## config.mk

```make
export PLATFORM = sky130hd
export DESIGN_NAME = keypad_infix_calculator
export DESIGN_NICKNAME = d
export VERILOG_FILES = /design/src/rtl/kic_pkg.sv /design/src/rtl/keypad_infix_calculator.sv /design/src/rtl/kic_muldiv.sv
export VERILOG_INCLUDE_DIRS = /design/src /design/src/rtl
export SDC_FILE = /design/constraint.sdc
export NUM_CORES = 1
export LEC_CHECK = 0
export ABC_AREA = 1
export BUFFER_PORTS_ARGS = -buffer_cell sky130_fd_sc_hd__buf_2
export CAP_MARGIN = 20
export CORE_MARGIN = 8
export CORE_UTILIZATION = 50
export CTS_CLUSTER_SIZE = 12
export DETAILED_ROUTE_END_ITERATION = 10
export PLACE_DENSITY = 0.68
export SETUP_SLACK_MARGIN = 0.1
export SYNTH_ARGS = -nofsm -noshare
export SYNTH_HDL_FRONTEND = slang
export SYNTH_SLANG_ARGS = --single-unit
```

## constraint.sdc

```tcl
create_clock -name clk_i -period 3 [get_ports clk_i]
set_input_delay 0.3 -clock clk_i [delete_from_list [all_inputs] [get_ports clk_i]]
set_output_delay 0.3 -clock clk_i [all_outputs]
set_load 0.02 [all_outputs]
```

## src/rtl/keypad_infix_calculator_macros.svh

```systemverilog
// Assertion helpers shared by the calculator RTL.
// All checks are clocked on clk_i and are off while rst_ni is low.
`ifndef KEYPAD_INFIX_CALCULATOR_MACROS_SVH
`define KEYPAD_INFIX_CALCULATOR_MACROS_SVH

// Same-cycle implication.
`define KIC_ASSERT_NOW(lbl, ante, cons) \
  lbl: assert property (@(posedge clk_i) disable iff (!rst_ni) (ante) |-> (cons)) \
    else $error("kic: same-cycle check failed");

// Next-cycle implication.
`define KIC_ASSERT_NEXT(lbl, ante, cons) \
  lbl: assert property (@(posedge clk_i) disable iff (!rst_ni) (ante) |=> (cons)) \
    else $error("kic: next-cycle check failed");

`endif

```

## src/rtl/kic_pkg.sv

```systemverilog
`default_nettype none

package kic_pkg;

  // Pending high-precedence operation
  typedef enum logic [1:0] {
    PEND_NONE = 2'd0,
    PEND_MUL  = 2'd1,
    PEND_DIV  = 2'd2
  } pend_e;

  // Key classes after decoding the ASCII code
  typedef enum logic [2:0] {
    KEY_DIGIT,
    KEY_PLUS,
    KEY_MINUS,
    KEY_TIMES,
    KEY_DIVIDE,
    KEY_EQUALS,
    KEY_OTHER
  } key_e;

  // Top-level sequencer
  typedef enum logic [2:0] {
    ST_IDLE,
    ST_DECODE,
    ST_FOLD,
    ST_WAIT,
    ST_APPLY,
    ST_EMIT
  } state_e;

  // Multiply/divide unit sequencer
  typedef enum logic [1:0] {
    MD_IDLE,
    MD_RUN,
    MD_FIX
  } md_state_e;

  typedef struct packed {
    logic start;
    logic is_div;
  } md_req_t;

  typedef struct packed {
    logic busy;
    logic done;
  } md_rsp_t;

  localparam logic [7:0] ASCII_ZERO   = 8'h30;
  localparam logic [7:0] ASCII_NINE   = 8'h39;
  localparam logic [7:0] ASCII_PLUS   = 8'h2B;
  localparam logic [7:0] ASCII_MINUS  = 8'h2D;
  localparam logic [7:0] ASCII_TIMES  = 8'h2A;
  localparam logic [7:0] ASCII_SLASH  = 8'h2F;
  localparam logic [7:0] ASCII_EQUALS = 8'h3D;

  function automatic key_e classify(logic [7:0] key);
    key_e cls;
    cls = KEY_OTHER;
    if (key >= ASCII_ZERO && key <= ASCII_NINE) begin
      cls = KEY_DIGIT;
    end else if (key == ASCII_PLUS) begin
      cls = KEY_PLUS;
    end else if (key == ASCII_MINUS) begin
      cls = KEY_MINUS;
    end else if (key == ASCII_TIMES) begin
      cls = KEY_TIMES;
    end else if (key == ASCII_SLASH) begin
      cls = KEY_DIVIDE;
    end else if (key == ASCII_EQUALS) begin
      cls = KEY_EQUALS;
    end
    return cls;
  endfunction

  // Only meaningful for digit keys
  function automatic logic [3:0] digit_of(logic [7:0] key);
    logic [7:0] diff;
    diff = key - ASCII_ZERO;
    return diff[3:0];
  endfunction

endpackage

`default_nettype wire

```

## src/rtl/keypad_infix_calculator.sv

```systemverilog
// Path from accept to out_valid_o: digits, clear and syntax errors go DECODE,
// EMIT; a zero divisor goes DECODE, FOLD, EMIT; an operator with nothing pending
// goes DECODE, FOLD, APPLY, EMIT; a pending times/divide adds WAIT (shared unit).
// Throughput: one item at a time; in_ready_o rises with out_valid_o, and waits
// while an untaken result still holds the output register.
// Reset (rst_ni low, asynchronous): total zero, no pending op, flags clear.
`default_nettype none

`include "keypad_infix_calculator_macros.svh"

module keypad_infix_calculator #(
  parameter int unsigned DATA_WIDTH = 32
) (
  input  wire logic               clk_i,
  input  wire logic               rst_ni,
  input  wire logic               in_valid_i,
  output logic                    in_ready_o,
  input  wire logic               operation_i,
  input  wire logic [7:0]         key_code_i,
  output logic                    out_valid_o,
  input  wire logic               out_ready_i,
  output logic signed [31:0]      shown_total_o,
  output logic                    syntax_error_o,
  output logic                    divide_error_o
);

  kic_pkg::state_e       state_q, state_d;
  logic                  clr_q, clr_d;
  logic [7:0]            key_q, key_d;
  kic_pkg::key_e         key_cls;

  logic [DATA_WIDTH-1:0] total_q, total_d;
  logic [DATA_WIDTH-1:0] digit_q, digit_d;
  logic [DATA_WIDTH-1:0] left_q, left_d;
  logic [DATA_WIDTH-1:0] fold_q, fold_d;
  kic_pkg::pend_e        pend_q, pend_d;
  logic                  neg_q, neg_d;
  logic                  start_q, start_d;
  logic                  have_q, have_d;
  logic                  syn_q, syn_d;
  logic                  dz_q, dz_d;

  logic                  out_valid_q, out_valid_d;
  logic [31:0]           out_total_q, out_total_d;
  logic                  out_syn_q, out_syn_d;
  logic                  out_dz_q, out_dz_d;

  logic                  finish;
  logic                  fold_ok;

  kic_pkg::md_req_t      md_req;
  kic_pkg::md_rsp_t      md_rsp;
  logic [DATA_WIDTH-1:0] md_result;

  assign key_cls = kic_pkg::classify(key_q);

  kic_muldiv #(
    .DataWidth(DATA_WIDTH)
  ) u_muldiv (
    .clk_i   (clk_i),
    .rst_ni  (rst_ni),
    .req_i   (md_req),
    .a_i     (left_q),
    .b_i     (digit_q),
    .rsp_o   (md_rsp),
    .result_o(md_result)
  );

  // Sequencer: decode, fold pending op, close term, emit
  always_comb begin
    state_d     = state_q;
    clr_d       = clr_q;
    key_d       = key_q;
    total_d     = total_q;
    digit_d     = digit_q;
    left_d      = left_q;
    fold_d      = fold_q;
    pend_d      = pend_q;
    neg_d       = neg_q;
    start_d     = start_q;
    have_d      = have_q;
    syn_d       = syn_q;
    dz_d        = dz_q;
    out_valid_d = out_valid_q & ~out_ready_i;
    out_total_d = out_total_q;
    out_syn_d   = out_syn_q;
    out_dz_d    = out_dz_q;
    md_req      = '0;
    finish      = 1'b0;
    fold_ok     = 1'b0;

    unique case (state_q)
      kic_pkg::ST_IDLE: begin
        if (in_valid_i) begin
          clr_d   = operation_i;
          key_d   = key_code_i;
          state_d = kic_pkg::ST_DECODE;
        end
      end
      kic_pkg::ST_DECODE: begin
        state_d = kic_pkg::ST_EMIT;
        if (clr_q) begin
          total_d = '0;
          digit_d = '0;
          left_d  = '0;
          pend_d  = kic_pkg::PEND_NONE;
          neg_d   = 1'b0;
          start_d = 1'b1;
          have_d  = 1'b0;
          syn_d   = 1'b0;
          dz_d    = 1'b0;
        end else if (!(syn_q || dz_q)) begin
          unique case (key_cls)
            kic_pkg::KEY_PLUS, kic_pkg::KEY_MINUS: begin
              if (start_q && key_cls == kic_pkg::KEY_MINUS) begin
                // leading minus
                neg_d   = 1'b1;
                have_d  = 1'b0;
                start_d = 1'b0;
              end else if (start_q || !have_q) begin
                syn_d   = 1'b1;
                digit_d = '0;
                have_d  = 1'b0;
              end else begin
                state_d = kic_pkg::ST_FOLD;
              end
            end
            kic_pkg::KEY_TIMES, kic_pkg::KEY_DIVIDE: begin
              if (start_q || !have_q) begin
                syn_d   = 1'b1;
                digit_d = '0;
                have_d  = 1'b0;
              end else begin
                state_d = kic_pkg::ST_FOLD;
              end
            end
            kic_pkg::KEY_EQUALS: begin
              if (!have_q) begin
                syn_d   = 1'b1;
                digit_d = '0;
              end else begin
                state_d = kic_pkg::ST_FOLD;
              end
            end
            kic_pkg::KEY_DIGIT: begin
              // digit * 10 + new digit, wrapping
              start_d = 1'b0;
              have_d  = 1'b1;
              digit_d = (digit_q << 3) + (digit_q << 1)
                      + DATA_WIDTH'(kic_pkg::digit_of(key_q));
            end
            default: begin
              syn_d = 1'b1;
            end
          endcase
        end
      end
      kic_pkg::ST_FOLD: begin
        priority if (pend_q == kic_pkg::PEND_DIV && digit_q == '0) begin
          dz_d   = 1'b1;
          finish = 1'b1;
        end else if (pend_q == kic_pkg::PEND_NONE) begin
          fold_d  = digit_q;
          state_d = kic_pkg::ST_APPLY;
        end else begin
          md_req.start  = 1'b1;
          md_req.is_div = (pend_q == kic_pkg::PEND_DIV);
          state_d       = kic_pkg::ST_WAIT;
        end
      end
      kic_pkg::ST_WAIT: begin
        if (md_rsp.done) begin
          fold_d  = md_result;
          state_d = kic_pkg::ST_APPLY;
        end
      end
      kic_pkg::ST_APPLY: begin
        finish  = 1'b1;
        fold_ok = 1'b1;
      end
      kic_pkg::ST_EMIT: begin
        if (!out_valid_q || out_ready_i) begin
          out_valid_d = 1'b1;
          out_total_d = 32'($signed(total_q));
          out_syn_d   = syn_q;
          out_dz_d    = dz_q;
          state_d     = kic_pkg::ST_IDLE;
        end
      end
      default: begin
        state_d = kic_pkg::ST_IDLE;
      end
    endcase

    // Operator wrap-up; a zero divisor leaves total and left factor alone
    if (finish) begin
      state_d = kic_pkg::ST_EMIT;
      digit_d = '0;
      unique case (key_cls)
        kic_pkg::KEY_PLUS, kic_pkg::KEY_MINUS: begin
          if (fold_ok) begin
            total_d = neg_q ? (total_q - fold_q) : (total_q + fold_q);
            pend_d  = kic_pkg::PEND_NONE;
          end
          neg_d  = (key_cls == kic_pkg::KEY_MINUS);
          have_d = 1'b0;
        end
        kic_pkg::KEY_TIMES, kic_pkg::KEY_DIVIDE: begin
          if (fold_ok) begin
            left_d = fold_q;
          end
          pend_d = (key_cls == kic_pkg::KEY_TIMES) ? kic_pkg::PEND_MUL
                                                   : kic_pkg::PEND_DIV;
          have_d = 1'b0;
        end
        kic_pkg::KEY_EQUALS: begin
          if (fold_ok) begin
            total_d = neg_q ? (total_q - fold_q) : (total_q + fold_q);
            pend_d  = kic_pkg::PEND_NONE;
          end
        end
        default: begin
        end
      endcase
    end
  end

  always_ff @(posedge clk_i or negedge rst_ni) begin
    if (!rst_ni) begin
      state_q     <= kic_pkg::ST_IDLE;
      clr_q       <= 1'b0;
      key_q       <= '0;
      total_q     <= '0;
      digit_q     <= '0;
      left_q      <= '0;
      fold_q      <= '0;
      pend_q      <= kic_pkg::PEND_NONE;
      neg_q       <= 1'b0;
      start_q     <= 1'b1;
      have_q      <= 1'b0;
      syn_q       <= 1'b0;
      dz_q        <= 1'b0;
      out_valid_q <= 1'b0;
      out_total_q <= '0;
      out_syn_q   <= 1'b0;
      out_dz_q    <= 1'b0;
    end else begin
      state_q     <= state_d;
      clr_q       <= clr_d;
      key_q       <= key_d;
      total_q     <= total_d;
      digit_q     <= digit_d;
      left_q      <= left_d;
      fold_q      <= fold_d;
      pend_q      <= pend_d;
      neg_q       <= neg_d;
      start_q     <= start_d;
      have_q      <= have_d;
      syn_q       <= syn_d;
      dz_q        <= dz_d;
      out_valid_q <= out_valid_d;
      out_total_q <= out_total_d;
      out_syn_q   <= out_syn_d;
      out_dz_q    <= out_dz_d;
    end
  end

  assign in_ready_o     = (state_q == kic_pkg::ST_IDLE);
  assign out_valid_o    = out_valid_q;
  assign shown_total_o  = out_total_q;
  assign syntax_error_o = out_syn_q;
  assign divide_error_o = out_dz_q;

  // Checks
  `KIC_ASSERT_NEXT(a_busy_after_accept, in_valid_i && in_ready_o, !in_ready_o)
  `KIC_ASSERT_NOW(a_unit_only_in_wait, md_rsp.busy, state_q == kic_pkg::ST_WAIT)
  `KIC_ASSERT_NEXT(a_syntax_sticky, syn_q && !(state_q == kic_pkg::ST_DECODE && clr_q), syn_q)
  `KIC_ASSERT_NEXT(a_divzero_sticky, dz_q && !(state_q == kic_pkg::ST_DECODE && clr_q), dz_q)

endmodule

`default_nettype wire

```

## src/rtl/kic_muldiv.sv

```systemverilog
`default_nettype none

// Shared iterative multiply / signed truncating divide, one bit per cycle.
// Iterates in MD_RUN, then enters MD_FIX; done pulses in MD_FIX.
module kic_muldiv #(
  parameter int unsigned DataWidth = 32
) (
  input  wire logic                   clk_i,
  input  wire logic                   rst_ni,
  input  wire kic_pkg::md_req_t       req_i,
  input  wire logic [DataWidth-1:0]   a_i,
  input  wire logic [DataWidth-1:0]   b_i,
  output kic_pkg::md_rsp_t            rsp_o,
  output logic      [DataWidth-1:0]   result_o
);

  localparam int unsigned CntW = $clog2(DataWidth);

  kic_pkg::md_state_e   state_q, state_d;
  logic [DataWidth-1:0] acc_q, acc_d;   // product or remainder
  logic [DataWidth-1:0] opa_q, opa_d;   // multiplicand or dividend/quotient
  logic [DataWidth-1:0] opb_q, opb_d;   // multiplier or divisor
  logic [CntW-1:0]      cnt_q, cnt_d;
  logic                 div_q, div_d;
  logic                 neg_q, neg_d;

  logic [DataWidth:0]   rem_sh;
  logic [DataWidth:0]   rem_diff;

  // Restoring divide step
  assign rem_sh   = {acc_q, opa_q[DataWidth-1]};
  assign rem_diff = rem_sh - {1'b0, opb_q};

  always_comb begin
    state_d = state_q;
    acc_d   = acc_q;
    opa_d   = opa_q;
    opb_d   = opb_q;
    cnt_d   = cnt_q;
    div_d   = div_q;
    neg_d   = neg_q;
    unique case (state_q)
      kic_pkg::MD_IDLE: begin
        if (req_i.start) begin
          state_d = kic_pkg::MD_RUN;
          acc_d   = '0;
          cnt_d   = '0;
          div_d   = req_i.is_div;
          if (req_i.is_div) begin
            // work on magnitudes, sign restored at the end
            opa_d = a_i[DataWidth-1] ? -a_i : a_i;
            opb_d = b_i[DataWidth-1] ? -b_i : b_i;
            neg_d = a_i[DataWidth-1] ^ b_i[DataWidth-1];
          end else begin
            opa_d = a_i;
            opb_d = b_i;
            neg_d = 1'b0;
          end
        end
      end
      kic_pkg::MD_RUN: begin
        if (div_q) begin
          if (!rem_diff[DataWidth]) begin
            acc_d = rem_diff[DataWidth-1:0];
            opa_d = {opa_q[DataWidth-2:0], 1'b1};
          end else begin
            acc_d = rem_sh[DataWidth-1:0];
            opa_d = {opa_q[DataWidth-2:0], 1'b0};
          end
        end else begin
          // shift-add, product wraps at DataWidth bits
          if (opb_q[0]) begin
            acc_d = acc_q + opa_q;
          end
          opa_d = {opa_q[DataWidth-2:0], 1'b0};
          opb_d = {1'b0, opb_q[DataWidth-1:1]};
        end
        cnt_d = cnt_q + 1'b1;
        if (cnt_q == CntW'(DataWidth - 1)) begin
          state_d = kic_pkg::MD_FIX;
        end
      end
      kic_pkg::MD_FIX: begin
        state_d = kic_pkg::MD_IDLE;
      end
      default: begin
        state_d = kic_pkg::MD_IDLE;
      end
    endcase
  end

  // Result with quotient sign fix-up
  always_comb begin
    if (div_q) begin
      result_o = neg_q ? -opa_q : opa_q;
    end else begin
      result_o = acc_q;
    end
  end

  assign rsp_o.busy = (state_q != kic_pkg::MD_IDLE);
  assign rsp_o.done = (state_q == kic_pkg::MD_FIX);

  always_ff @(posedge clk_i or negedge rst_ni) begin
    if (!rst_ni) begin
      state_q <= kic_pkg::MD_IDLE;
      acc_q   <= '0;
      opa_q   <= '0;
      opb_q   <= '0;
      cnt_q   <= '0;
      div_q   <= 1'b0;
      neg_q   <= 1'b0;
    end else begin
      state_q <= state_d;
      acc_q   <= acc_d;
      opa_q   <= opa_d;
      opb_q   <= opb_d;
      cnt_q   <= cnt_d;
      div_q   <= div_d;
      neg_q   <= neg_d;
    end
  end

endmodule

`default_nettype wire

```

==> key figures, run 1 <==
Outcome
  – Run status: finished, violations left
  – Failing checks: negative setup slack

Global routing
  – Vias in the first global route: 25.61k
  – GRT Overall Usage: 28.69%
  – Antenna violations before repair: 0
  – Global-route wire length before repair: 138,400 um
  – Pin count of the biggest net entering global routing: 100
  – Global route overflow: 0

Synth
  – Basic-gate share of the synthesized area counting and, or, nand and nor cells: between 30% and 40%
  – Sequential element share of the synthesized area: 27.82%
  – Netlist area before placement: 25,820 um^2
  – Post-Synth Adder-Cell Area: between 8 and 9%
  – Synthesized flop and latch total: between 200 and 300
  – Number of synthesized flops with an enable pin: 0
  – Post-Synth XOR/XNOR Area: under 10%
  – Synthesized netlist cell count: approximately 4k
  – Proportion of register bits with asynchronous set or reset after synthesis: 100.0%
  – Mux cell area share after synthesis: 1.216%
  – Count of cell types in the netlist: a little over 50
  – Post-Syn Nets: approximately 4.2k
  – Avg Synthesized Cell Area: between 6 and 7 um^2
  – Yosys warning total: 0
  – Synthesized-area fraction occupied by ao, oa, aoi and oai cells: 12.44%
  – Primary flip-flop cell chosen by synthesis mapping: dfrtp_1
  – Dominant combinational cell family by area after synthesis: simple AND/OR/NAND/NOR gates

Critical path
  – Signal arrival time at the worst endpoint: 3.56 ns
  – Critical path type: flip-flop to flip-flop
  – Startpoint type of the worst setup path: flip-flop
  – Biggest fanout along the worst timing path: 5
  – Required time worst endpoint: 3.44 ns
  – Endpoint kind of the worst setup timing path: flip-flop

Placement
  – Minimum setup slack after placement: -0.2924 ns
  – Final HPWL from detailed placement: 68,200 um
  – Routability congestion estimate from global placement: about 1
  – Buffers on Ports: 48
  – Placed cell count: just under 5k

Route
  – Number of detailed-routing iterations run before antenna repair: 6
  – Vias: around 27k
  – DRC violations left: 0
  – Routed WL per cell: 17.57 um
  – Iteration-0 DRC Markers: 2,709
  – Post-detailed-routing wire length: 87,730 um
  – Via density per instance: ~5.5
  – Post-route ant nets: 0

STA
  – RSZ-0062 raised after global routing: yes
  – Endpoints failing setup: 10
  – Final Critical Period: between 3 and 4 ns
  – Period utilization: 103.8%
  – Highest achievable clock rate: 321.1 MHz
  – Number of slew-limit violations in the final report: 0
  – Remaining max-slew budget at the tightest pin: 34.91%
  – Hold Fails Final Rpt: 0
  – Worst clock skew: around 0.029 ns
  – Smallest setup slack after layout: -0.1145 ns
  – Worst-margin pin slew: 0.9764 ns

Pwr
  – Leakage power of the design: 16.81 nW
  – Ratio of total power to cell area: 473.5 nW/um^2
  – Final Power: 0.01439 W
  – Worst VDD drop: ~0.43 mV

Layout
  – Most frequent standard cell in the layout excluding fill and tap cells: nand2_1
  – Most used cells in the layout excluding fill and tap cells: 1,221 x nand2_1, 562 x inv_1, 370 x nand3_1, 351 x nor2_1, 284 x dfrtp_1
  – Antenna Cells: 0
  – Layout-stage area growth over the synthesis result: 17.72%
  – Final Net Count: 4,463
  – Share of cells above drive strength 1: 13.91%
  – Number of cells in the finished layout apart from fillers: approximately 5.0k
  – Finished Core Util: 59.36%

Clock tree
  – CTS root buffer: clkbuf_16
  – Cts bufs inserted: 36
  – Clock transition at the registers of the reported paths: 0.06 ns
  – Clock sink count: 287
  – Buffer levels on the longest clock path: 3
  – Clock tree from TritonCTS: done
  – H-Tree Level Count: 2
  – Clock latency of the later-clocked register in the worst-skew pair: 0.57 ns

Die
  – Core footprint: just over 50,000 um^2
  – Die boundary height: 243.2 um
  – Starting density of the core: between 50% and 60%
  – IO Count: 49
  – Overall die area: between 50,000 and 60,000 um^2
  – Die X-Extent: 243.2 um
  – Cell row count: 83

Flow run
  – Max_cap viols: 0

Worst hold path
  – Hold Path Class: input port to flip-flop
==> what timing repair did <==
item                                    CTS  global route
hold endpoints to repair                100             0
hold buffers                              9             0
resized for setup                        91           158
setup buffers                            28            21
endpoints found under the setup margin   19            64
pin swaps                                40            68
==> final timing paths <==
check	startpoint	end	slack, ns	cells past startpoint
max reg2reg	fold_q[1]$_DFFE_PN0P_	total_q[23]$_DFF_PN0_	-0.11	22
min reg2reg	u_muldiv.opb_q[18]$_DFFE_PN0P_	u_muldiv.opb_q[18]$_DFFE_PN0P_	0.48	2
max	fold_q[1]$_DFFE_PN0P_	total_q[23]$_DFF_PN0_	-0.11	22
min	key_code_i[2]	key_q[2]$_DFFE_PN0P_	0.03	3
max in group asynchronous	rst_ni	digit_q[6]$_DFFE_PN0P_	1.94	3
min in group asynchronous	rst_ni	shown_total_o[27]$_DFFE_PN0P_	0.20	2
==> cells by family after synthesis <==
| logic type | Yosys count |
|---|---|
| AOI/OAI and AO/OA | 572 |
| muxes | 28 |
| and+or+nand+nor | 2198 |
| buffers and inverters | 696 |
| xor gates and xnor gates | 122 |
| DFF | 287 |
| adders and majority gates | 163 |
==> report_power, final <==
part	switching [W]	internal [W]	leakage (nW)
clock	0.00179	0.00259	0.581
sequential	0.000149	0.00405	3.97
combinational	0.00348	0.00233	12.3
==> area by class of cell <==
class | instances | area, um^2
Sequential cell | 287 | 7186
Multi-Input combinational cell | 3083 | 16770
Timing Repair Buffer | 290 | 2206
Clock buffer | 50 | 1035
Inverter | 589 | 2213
Clock inverter | 13 | 130.1
Tap cell | 680 | 850.8
Fill cell | 4940 | 20810
==> Yosys cell counts, drive strengths merged (9+ instances only) <==
library cell	instances	area share (%)
a21oi	199	3.9
mux2	27	1.2
nor3	54	1.1
a22oi	11	0.32
o31ai	9	0.26
dfrtp	286	28
nand3b	9	0.26
nand4	66	1.7
inv	587	8.5
nor4	14	0.34
nor2	395	6.0
a31oi	13	0.32
o21bai	16	0.47
o211ai	28	0.81
o21ai	255	5.2
buf	48	1.2
ha	158	7.7
nand3	384	7.5
nand2	1259	18
xor2	84	2.8
a21o	11	0.32
xnor2	38	1.3
clkbuf	59	0.86
==> state kept, by name (all words and copies together), names as in the netlist, 3 cells and up <==
name            count
u_muldiv.opb_q     32
left_q             32
total_q            32
shown_total_o      32
u_muldiv.acc_q     32
fold_q             32
state_q             3
key_q               8
u_muldiv.opa_q     32
u_muldiv.cnt_q      5
digit_q            32
==> critical path: stages, from the launching register on <==
cell and delay [ns]:
dfrtp_1 0.42, nor3_2 0.21, nand4_1 0.20, buf_4 0.19, nor3_2 0.13, buf_4 0.13
a21oi_1 0.06, xor2_1 0.14, inv_1 0.10, ha_4 0.31, nand2_2 0.11, nor2_4 0.16
inv_2 0.06, nor3_2 0.09, nand2_1 0.11, nand2_2 0.15, nand2_2 0.08, nand2_4 0.07
nand2_2 0.06, nand2_1 0.05, nand2_1 0.06, nand3_2 0.06, nand2_1 0.05
==> routing by layer <==
metal / track usage [%] / share of wire, %
met3: 4.876 / 7.8
met4: 8.850 / 3.2
met1: 39.96 / 45
met5: 0 / 0
met2: 45.00 / 44
==> metrics by stage <==
stage                     instance area (um^2)  setup TNS, ns  hold WS (ns)
final                                    30390        -0.4998       0.03031
after global routing                     30390         -3.901       0.03763
after CTS                                29690       -0.05730      0.009056
after detailed placement                 27900         -2.607        0.1840
after global placement                   27900         -1.643        0.1834
after floorplan                          25820              0      0.004409
Power figures use the tool's default switching activity.
==> inputs of run 2 (changes only) <==
--- a/config.mk
+++ b/config.mk
@@ -13,7 +13,7 @@
 export CORE_UTILIZATION = 50
 export CTS_CLUSTER_SIZE = 12
 export DETAILED_ROUTE_END_ITERATION = 10
-export PLACE_DENSITY = 0.68
+export PLACE_DENSITY = 0.66
 export SETUP_SLACK_MARGIN = 0.1
 export SYNTH_ARGS = -nofsm -noshare
 export SYNTH_HDL_FRONTEND = slang
==> constraint.sdc (replaced) <==
create_clock -name clk_i -period 3.35 [get_ports clk_i]
set_input_delay 0.335 -clock clk_i [delete_from_list [all_inputs] [get_ports clk_i]]
set_output_delay 0.335 -clock clk_i [all_outputs]
set_load 0.02 [all_outputs]
==> key figures, run 2 (same netlist as run 1, synthesis figures left out) <==
STA
  – Number of slew-limit violations in the final report: 0 (unchanged)
  – RSZ-0062 raised after global routing: yes (unchanged)
  – Period utilization: 93.18% (was 103.8%)
  – Highest achievable clock rate: 320.4 MHz (was 321.1 MHz)
  – Final Critical Period: 3.121 ns (was 3.115 ns)
  – Endpoints failing setup: 0 (was 10)
  – Worst clock skew: 0.02120 ns (was 0.02872 ns)
  – Remaining max-slew budget at the tightest pin: 33.93% (was 34.91%)
  – TNS Setup: 0 ns (was -0.4998 ns)
  – Worst-margin pin slew: 0.9899 ns (was 0.9764 ns)
  – Hold Fails Final Rpt: 0 (unchanged)

Critical path
  – Biggest fanout along the worst timing path: 5 (unchanged)
  – Required time worst endpoint: 3.79 ns (was 3.44 ns)
  – Signal arrival time at the worst endpoint: 3.56 ns (about the same)
  – Endpoint kind of the worst setup timing path: flip-flop (unchanged)
  – Startpoint type of the worst setup path: flip-flop (unchanged)
  – Critical path type: flip-flop to flip-flop (unchanged)

Placement
  – Placed cell count: 4,766 (was 4,877)
  – Placement Cell Area: 27,050 um^2 (was 27,900 um^2)
  – Routability congestion estimate from global placement: 0.9792 (was 0.9712)
  – Final HPWL from detailed placement: 67,600 um (was 68,200 um)
  – Buffers on Ports: 48 (unchanged)

Global routing
  – Global-route wire length before repair: 137,400 um (was 138,400 um)
  – Global route overflow: 0 (unchanged)
  – Antenna violations before repair: 0 (unchanged)
  – GRT Overall Usage: 28.58% (was 28.69%)
  – Vias in the first global route: 25.01k (was 25.61k)
  – Pin count of the biggest net entering global routing: 93 (was 100)

Pwr
  – Pint: 0.007782 W (was 0.008968 W)
  – Worst VDD drop: 0.3359 mV (was 0.4282 mV)
  – Sw Ratio: 36.94% (was 37.68%)
  – Final Power: 0.01234 W (was 0.01439 W)
  – P_sw: 0.004559 W (was 0.005422 W)
  – Share of power burned in registers: 30.5% (was 29.2%)
  – Comb power frac: 34.1% (was 40.4%)
  – Leakage power of the design: 16.06 nW (was 16.81 nW)
  – Share of total power in the clock network: 35.5% (was 30.4%)
  – Ratio of total power to cell area: 426.3 nW/um^2 (was 473.5 nW/um^2)

Flow run
  – Max_cap viols: 0 (unchanged)

Route
  – Uppermost layer routed: met4 (unchanged)
  – DRC violations left: 0 (unchanged)
  – Post-route ant nets: 0 (unchanged)
  – Vias: 26.48k (was 27.48k)
  – Amount of wire on met3 after detailed routing: 6553 um (was 6828 um)
  – Iteration-0 DRC Markers: 2,412 (was 2,709)
  – Met1 wire length: 39,640 um (was 39,200 um)
  – Number of detailed-routing iterations run before antenna repair: 6 (unchanged)
  – Post-detailed-routing wire length: 86,040 um (was 87,730 um)
  – Routed WL per cell: 17.74 um (was 17.57 um)
  – Via density per instance: 5.460 (was 5.504)
  – Detailed-routed wire length on met2: 37,110 um (was 38,900 um)

Outcome
  – Run status: finished clean (was finished, violations left)

Layout
  – Layout-stage area growth over the synthesis result: 12.14% (was 17.72%)
  – Number of cells in the finished layout apart from fillers: 4,850 (was 4,992)
  – Most used cells in the layout excluding fill and tap cells: 1,243 x nand2_1, 573 x inv_1, 376 x nand3_1, 366 x nor2_1, 285 x dfrtp_1 (was 1,221 x nand2_1, 562 x inv_1, 370 x nand3_1, 351 x nor2_1, 284 x dfrtp_1)
  – Final Net Count: 4,318 (was 4,463)
  – Antenna Cells: 0 (unchanged)
  – Most frequent standard cell in the layout excluding fill and tap cells: nand2_1 (unchanged)
  – Final std cell area, no fill: 28,950 um^2 (was 30,390 um^2)
  – Share of cells above drive strength 1: 8.921% (was 13.91%)

Die
  – Overall die area: 59,160 um^2 (unchanged)
  – IO Count: 49 (unchanged)
  – Cell row count: 83 (unchanged)
  – Core footprint: 51,200 um^2 (unchanged)
  – Starting density of the core: 50.43% (unchanged)
  – Die X-Extent: 243.2 um (unchanged)
  – Die boundary height: 243.2 um (unchanged)

Clock tree
  – H-Tree Level Count: 2 (unchanged)
  – Clock tree from TritonCTS: done (unchanged)
  – Cts bufs inserted: 37 (was 36)
  – Clock sink count: 287 (unchanged)
  – Clock latency of the later-clocked register in the worst-skew pair: 0.57 ns (about the same)
  – CTS root buffer: clkbuf_16 (unchanged)
  – Clock transition at the registers of the reported paths: 0.06 ns (about the same)
  – Buffer levels on the longest clock path: 3 (unchanged)

Worst hold path
  – Hold Path Class: input port to flip-flop (unchanged)
==> run 2: cell types whose count changed in the layout (fill, tap and decap cells not counted), moves of 10 or more <==
cell | before | now
o21ai_0 | 188 | 202
a21oi_1 | 171 | 183
nand2_4 | 14 | 4
nor2_4 | 20 | 10
inv_1 | 562 | 573
nand2_2 | 24 | 12
nor2_1 | 351 | 366
inv_2 | 25 | 14
buf_4 | 216 | 81
nand2_1 | 1221 | 1243
==> run 2: per-stage QoR <==
| step | setup WS (ns) | util, % | hold slack (ns) |
|---|---|---|---|
| floorplan | 0.4236 | - | 0.03941 |
| global placement | 0.06364 | 52.84 | 0.4174 |
| detailed placement | -0.001458 | 52.84 | 0.4192 |
| CTS | 0.09309 | 55.62 | 0.002583 |
| global route | -0.03952 | 56.55 | 0.03688 |
| finish | 0.2286 | 56.55 | 0.02348 |
==> run 2: worst paths after layout <==
path / startpoint / end / slack (ns) / cells past startpoint
max: fold_q[0]$_DFFE_PN0P_ / total_q[21]$_DFF_PN0_ / 0.23 / 17
min: key_code_i[1] / key_q[1]$_DFFE_PN0P_ / 0.02 / 3
max reg2reg: fold_q[0]$_DFFE_PN0P_ / total_q[21]$_DFF_PN0_ / 0.23 / 17
min reg2reg: u_muldiv.opb_q[19]$_DFFE_PN0P_ / u_muldiv.opb_q[19]$_DFFE_PN0P_ / 0.48 / 2
max in group asynchronous: rst_ni / u_muldiv.acc_q[31]$_DFFE_PN0P_ / 2.08 / 3
min in group asynchronous: rst_ni / shown_total_o[25]$_DFFE_PN0P_ / 0.40 / 2
==> run 2: final cells by class <==
class	instances	area, um^2
inverters	589	2215
clock inverters	16	249.0
repair buffers	144	1061
flip-flops and latches	287	7184
multi-input cells	3083	16320
well taps	680	850.8
fillers	5176	22250
clock buffers	51	1071
==> run 2: layer usage <==
layer / global-route usage (%) / up-vias
li1: - / 13302
met1: 40.62 / 12200
met2: 43.60 / 853
met3: 5.172 / 126
met4: 8.798 / 0
met5: 0 / -
==> run 2: worst max-delay path, cell delays in order (launching register included) <==
cell,delay [ns]
dfrtp_1,0.40
inv_1,0.09
ha_2,0.22
nand3_4,0.10
nor2_4,0.11
nand2_2,0.09
nor2_4,0.16
nand3_2,0.10
nand2_1,0.12
xor2_2,0.25
ha_4,0.26
a21o_1,0.19
o21bai_2,0.23
a21oi_2,0.17
nand3_1,0.11
or2_2,0.28
nand3_1,0.07
nand2_1,0.06
==> run 2: power groups by stage <==
stage / combinational [W] / clock [W] / sequential [W]
floorplan: 0.00277 / 0 / 0.00383
global placement: 0.00370 / 0 / 0.00382
detailed placement: 0.00374 / 0 / 0.00382
CTS: 0.00379 / 0.00445 / 0.00376
global route: 0.00474 / 0.00458 / 0.00378
finish: 0.00421 / 0.00438 / 0.00376
==> run 2: what timing repair did <==
item,4_1_cts,5_1_grt
setup endpoints to repair,7,34
pin swaps,3,33
hold endpoints to repair,94,0
gates resized for setup,4,104
buffers inserted,2,7
hold buffers,8,0
